===== src/design/abc_pkg.sv =====
// ----------------------------------------------------------------------------
// abc_pkg - shared types and constants for the allocation bounds checker
// Command and result words, the token passed along the cell chain, and the
// word broadcast from the top level to every cell.
// ----------------------------------------------------------------------------
package abc_pkg;

    localparam int REGIONS   = 16;
    localparam int ADDR_BITS = 48;
    localparam int SIZE_BITS = 35;
    localparam int LEN_BITS  = SIZE_BITS - 3;
    localparam int SUM_BITS  = ADDR_BITS + 1;

    // command codes
    localparam logic [1:0] CMD_INSERT = 2'd0;
    localparam logic [1:0] CMD_CHECK  = 2'd1;
    localparam logic [1:0] CMD_ERASE  = 2'd2;

    // status codes
    localparam logic [1:0] ST_OK       = 2'd0;
    localparam logic [1:0] ST_CONFLICT = 2'd1;
    localparam logic [1:0] ST_FULL     = 2'd2;
    localparam logic [1:0] ST_NO_MATCH = 2'd3;

    typedef struct packed {
        logic [1:0]           command;
        logic [ADDR_BITS-1:0] address;
        logic [SIZE_BITS-1:0] size_bits;
    } t_cmd_word;

    typedef struct packed {
        logic       safe;
        logic [1:0] status;
    } t_res_word;

    // scan token handed from cell to cell
    typedef struct packed {
        logic valid;
        logic hit;
        logic free;
    } t_token;

    // command context seen by every cell
    typedef struct packed {
        logic [1:0]          command;
        logic [SUM_BITS-1:0] addr;
        logic [SUM_BITS-1:0] last;
        logic [LEN_BITS-1:0] bytes;
        logic                commit;
    } t_bcast;

endpackage


===== src/design/abc_cell.sv =====
// ----------------------------------------------------------------------------
// abc_cell - one region slot of the checker chain
// Holds one region and, when the scan token passes, tests the current command
// against it and hands the updated token to the next cell.
// ----------------------------------------------------------------------------
module abc_cell (
    input  logic            i_clk,
    input  logic            i_rst_n,
    input  abc_pkg::t_bcast i_bc,
    input  abc_pkg::t_token i_tok,
    output abc_pkg::t_token o_tok
);
    import abc_pkg::*;

    logic                 r_live;
    logic [ADDR_BITS-1:0] r_base;
    logic [LEN_BITS-1:0]  r_len;
    logic                 r_claim;
    t_token               r_tok;
    t_token               n_tok;

    logic [SUM_BITS-1:0]  w_base;
    logic [SUM_BITS-1:0]  w_top;
    logic                 w_same;
    logic                 w_hit;
    logic                 w_free_here;

    // region bounds, one bit wider so nothing wraps
    assign w_base = {1'b0, r_base};
    assign w_top  = w_base + {{(SUM_BITS-LEN_BITS){1'b0}}, r_len};
    assign w_same = r_live && (w_base == i_bc.addr);

    // local test for the current command
    always_comb begin
        w_hit = 1'b0;
        unique case (i_bc.command)
            CMD_INSERT: w_hit = w_same ||
                                (r_live && (i_bc.addr < w_top) && (w_base < i_bc.last));
            CMD_CHECK:  w_hit = r_live && (w_base <= i_bc.addr) && (i_bc.last <= w_top);
            CMD_ERASE:  w_hit = w_same;
            default:    w_hit = 1'b0;
        endcase
    end

    assign w_free_here = !r_live && !i_tok.free;

    // fold local result into the token
    always_comb begin
        n_tok.valid = i_tok.valid;
        n_tok.hit   = i_tok.hit || w_hit;
        n_tok.free  = i_tok.free || !r_live;
    end

    // advance token, remember first free slot
    always_ff @(posedge i_clk) begin
        if (!i_rst_n) begin
            r_tok   <= '0;
            r_claim <= 1'b0;
        end else begin
            r_tok <= n_tok;
            if (i_tok.valid) begin
                r_claim <= w_free_here;
            end
        end
    end

    // update live flag: free on erase match, set on insert commit
    always_ff @(posedge i_clk) begin
        if (!i_rst_n) begin
            r_live <= 1'b0;
        end else if (i_bc.commit && r_claim) begin
            r_live <= 1'b1;
        end else if (i_tok.valid && (i_bc.command == CMD_ERASE) && w_same) begin
            r_live <= 1'b0;
        end
    end

    // load region payload on commit
    always_ff @(posedge i_clk) begin
        if (i_bc.commit && r_claim) begin
            r_base <= i_bc.addr[ADDR_BITS-1:0];
            r_len  <= i_bc.bytes;
        end
    end

    assign o_tok = r_tok;

endmodule


===== config.mk =====
export PLATFORM = sky130hd
export DESIGN_NAME = abc_cell
export DESIGN_NICKNAME = d
export VERILOG_FILES = /design/src/design/abc_pkg.sv /design/src/design/abc_cell.sv
export SDC_FILE = /design/constraint.sdc
export NUM_CORES = 1
export LEC_CHECK = 0
export BUFFER_PORTS_ARGS = -buffer_cell sky130_fd_sc_hd__buf_2
export CAP_MARGIN = 40
export CORE_MARGIN = 2
export CORE_UTILIZATION = 38
export CTS_BUF_LIST = sky130_fd_sc_hd__clkbuf_8
export CTS_CLUSTER_DIAMETER = 50
export DETAILED_ROUTE_END_ITERATION = 10
export HOLD_SLACK_MARGIN = 0.06
export SLEW_MARGIN = 20
export SYNTH_ARGS = -nofsm -noshare
export SYNTH_HDL_FRONTEND = slang
export SYNTH_SLANG_ARGS = --single-unit

===== constraint.sdc =====
create_clock -name i_clk -period 5.7 [get_ports i_clk]
set_input_delay 0.855 -clock i_clk [delete_from_list [all_inputs] [get_ports i_clk]]
set_output_delay 0.855 -clock i_clk [all_outputs]
set_load 0.01 [all_outputs]

* Word-level counts from Yosys, hierarchy flattened
Cells that the tools add are included.
Word-level totals: bits of input ports 138, logic and storage cells 34, register bits after elaboration 85
Cells by class: equality and inequality tests 3, magnitude comparators 4, mux-type cells 3, $add $sub $neg 1, reductions and logical operators 16
Operators with widths (number):
- 48-bit by 32-bit adder with 49-bit output | 1
- 48-bit by 49-bit == test with 1-bit output | 1
- 48-bit by 49-bit less-or-equal comparator with 1-bit output | 1
- 49-bit less-or-equal comparator | 1
- 48-bit by 49-bit < comparator with 1-bit output | 1
- 49-bit < comparator | 1
- 1-bit logical AND | 9
- 1-bit logical OR | 3
- 1-bit case mux with 3 select lines | 1
- 2-bit by 1-bit == test with 1-bit output, second input constant | 1
- 2-bit == test, second input constant | 1
- 1-bit zero test | 2
- 2-bit zero test | 1
- 1-bit 2-to-1 mux | 2
- 2-bit nonzero test | 1

* Depth between registers and ports, before layout
depth after elaboration 7, mapped depth 23

* Least setup slack after synthesis
OpenSTA, ideal clock, no wires.
path kind flip-flop to flip-flop, from register r_base[16], to register r_tok, in the netlist o_tok[1], cell stages (with the launch flop) 20, path slack 0.987 ns, data required time 5.573 ns, library setup time 0.127 ns, clock period less this slack 4.713 ns, path buffers 0, arrival 4.586 ns, cells stage by stage edfxtp_1 > ha_1 > a21o_1 > o21a_1 > a311oi_2 > a31oi_1 > o21ai_0 > a21oi_1 > nor3_1 > o21bai_1 > a21oi_1 > xor2_1 > ha_1 > nand4_1 > or4_4 > o41a_1 > maj3_2 > nor3_1 > nor3_1 > or3_1
Between the ends: word-level cells in the longest chain between the ends 7, elaborated cells between the ends (all ways) 14
RTL lines:
- start, declared | RTL line abc_cell.sv:16 | logic [ADDR_BITS-1:0] r_base;
- start signal, assigned | RTL line abc_cell.sv:81 | r_base <= i_bc.addr[ADDR_BITS-1:0];
- 48-bit by 32-bit adder with 49-bit output | RTL line abc_cell.sv:30 | assign w_top = w_base + {{(SUM_BITS-LEN_BITS){1'b0}}, r_len};
- 49-bit < comparator | RTL line abc_cell.sv:38 | (r_live && (i_bc.addr < w_top) && (w_base < i_bc.last));
- 1-bit logical AND (2 in a row) | RTL line abc_cell.sv:38
- 1-bit logical OR | RTL line abc_cell.sv:37 | CMD_INSERT: w_hit = w_same ||
- 1-bit case mux with 3 select lines * | RTL line abc_cell.sv:36 | unique case (i_bc.command)
- 1-bit logical OR * | RTL line abc_cell.sv:50 | n_tok.hit = i_tok.hit || w_hit;
- end signal, assigned | RTL line abc_cell.sv:60 | r_tok <= n_tok;
- end, declared | RTL line abc_cell.sv:19 | t_token r_tok;
Mark *: on every way between the ends. The rest lies on a longest branch, timed or not. A chain may end at the register's enable or synchronous reset.

* Worst setup path after layout
Same ends and word-level chain as after synthesis.

==> flow_summary.toml <==
[cts]
ctsLongestPathBuffers = 2
insertion_delay_ns = 0.40
cts_root_buffer = "clkbuf_8"
clk_pin_slew_ns = 0.10
cts_buffers = 9
cts.hold.buffers_added = 0
htreeDepth = 3
tritoncts = "yes"
clock-sinks = 85

[timing]
finalClockSkew_ns = 0.0152
maxSlewHeadroom = 0.410
fmax_mhz = 191
fin_crit_sh = 0.921
finalHoldViolCount = 0
fin_hold_ws_ns = 0.540
tightest_slew_ns = 0.863
slew_viol_final = 0
rsz0062_at_grt = "no"
setup_violations = 0
period_minus_slack_ns = 5.25
fin_tns_setup_ns = 0

[setup_path]
cp-start-kind = "flop"
critPathSlowestCell = "or3_1"
end_kind = "flop"
critical_path.max_stage_delay_ns = 0.44
crit_chain = "ha_1 > and3_1 > nor2b_4 > nand3_1 > a211oi_2 > nor2_1 > o21ai_0 > a21oi_1 > o21ai_1 > and4b_1 > a311oi_2 > ha_1 > nand4_1 > nor2_1 > nand4_1 > or3_1 > a311oi_1 > o32ai_1 > maj3_2 > nor3_1 > a221oi_1 > or3_1"
regToRegEndpoint = "o_tok[1]"
crit_fanout = 5
criticalPathCategory = "flop to flop"
r2r_slack_ns = 0.45
rr_worst_depth = 22
cp.required_ns = 5.99
r2r_start = "r_base[16]"
cp.arrival_ns = 5.54

[cells_and_area]
fin_util = 0.444
final_nets = 1482
area_growth_pct = 14.7
multi_input_area_mm2 = 0.00617
n_antenna_cell = 0
n_fill_cell = 2365
final_area_mm2 = 0.0104
instances_no_fill = 1447
drive_above_1_share = 0.158
regArea_mm2 = 0.00250

[yosys]
synth_warnings = 0
synth_flop_cell = "edfxtp_1"
syn_avg_cell_area_um2 = 9.36
ys_seq_elements = 85
netlist.area_leader.share = 0.303
synthesis.area_mm2 = 0.00908
netlist_instances = 970
syn_nets = 1329
synth_area_leader_cell = "ha_1"
ys_seq_area_frac = 0.276
synthDistinctLibCells = 65
synth_edf_count = 80
async_reset_ff_frac = 0
synth_most_common_cell = "ha_1"
synth_common_cells = "220 x ha_1, 115 x inv_1, 80 x edfxtp_1"
ys_top_cells_by_area = "ha_1 30%, edfxtp_1 26%, inv_1 4.8%"

[placement]
place_area_mm2 = 0.0102
numPortBuffers = 140
post-dp-hpwl_mm = 21.5
post-place-cells = 1431
gp_congestion = 0.940

[worst_hold_path]
hold_end = "r_claim"
worstHoldPathCells = 2
hold_start = "r_claim"
hp-class = "flop to flop"

[floorplanning]
initial_core_util = 0.387
die_h_um = 159
rows = 56
fp.dieW_um = 159
fp.coreArea_mm2 = 0.0235
dieArea_mm2 = 0.0252
ios = 141

[global_routing]
antenna_found_initial = 1
grt_use_total = 0.210
grt_pass1_vias = 7727
grt_max_degree = 47
grt_pass1_wl_mm = 40.5
grt-ovfl-total = 0

[detailed_routing]
dr.pass1.iters = 5
drtAntennaViolNets = 0
vias = 7762
via_per_inst = 5.36
drc = 0
routed_wl_mm = 25.8
dr.first_iter.drc_count = 445
wl_per_cell_um = 17.9

[power]
powerDensity_mw_per_mm2 = 160
leakagePower_uw = 0.00497
vdd_ir_drop_max_v = 0.0000981

[status]
status = "complete, no violations"

[job]
drv_cap = 0
[through the flow]
stage	setup WS (ns)	power, µW
3_5_place_dp	0.369	1210
6_report	0.451	1670
3_3_place_gp	0.530	1200
2_1_floorplan	0.987	1030
4_1_cts	0.351	1690
5_1_grt	0.0504	1780
[registers in the layout, indices dropped and copies added (netlist names)]
signal / cells
r_live: 1
o_tok: 3
r_base: 48
r_len: 32
r_claim: 1
[worst max-delay path, delay by kind of cell, from the launching register on]
family	cells	cell delay, ns
fa+ha+maj	3	1.00
compound gates	8	1.39
simple gates	11	2.31
flops	1	0.43
[metal layers]
metal	wire, µm	track usage	vias to the layer above
li1	-	-	3954
met1	12200	0.278	3605
met2	12000	0.357	167
met3	1110	0.0354	34
met4	448	0.0493	2
met5	13	0	-
[kinds of logic (layout without fill, tap and decap cells)]
family | after synthesis | in the layout | share of synthesized area
compound gates | 255 | 255 | 0.180
simple gates | 247 | 247 | 0.146
fa+ha+maj | 223 | 223 | 0.308
buf+inv | 116 | 274 | 0.0479
flops | 85 | 85 | 0.276
xor+xnor | 42 | 42 | 0.0405
mux | 2 | 2 | 0.00220
[power breakdown]
group	internal (µW)	total [µW]	switching (µW)
Clock	214	471	257
Combinational	210	484	274
Sequential	703	717	14.5
[cells in the final DEF, fill, tap and decap left out, types with 34 or more instances in the layout]
master	netlist	layout
a21oi_1	76	76
o21ai_0	50	49
ha_1	220	220
inv_1	115	115
a21o_1	41	41
nor2_1	54	53
edfxtp_1	80	80
nand4_1	34	34
buf_2	0	140
nand2_1	49	49
[cell type report]
class / count / area share
well taps: 319 / 0.0383
inverters: 115 / 0.0414
flip-flops and latches: 85 / 0.240
clock buffers: 10 / 0.0132
multi-input cells: 769 / 0.592
repair buffers: 143 / 0.0690
clock inverters: 6 / 0.00600
[worst max-delay path by stage]
stage | from | end | slack, ns | depth (start not counted)
floorplan | r_base[16] | o_tok[1] | 0.99 | 19
global placement | r_base[3] | o_tok[1] | 0.53 | 19
detailed placement | r_base[8] | o_tok[1] | 0.37 | 22
CTS | r_base[16] | o_tok[1] | 0.35 | 22
global route | r_base[17] | o_tok[1] | 0.05 | 22
finish | r_base[16] | o_tok[1] | 0.45 | 22
[repair_timing]
action                                  4_1_cts  5_1_grt
endpoints found under the setup margin        0        1
setup buffers                                 0        0
gates resized for setup                       0        5
No activity file was read; power rests on OpenSTA's default activity.
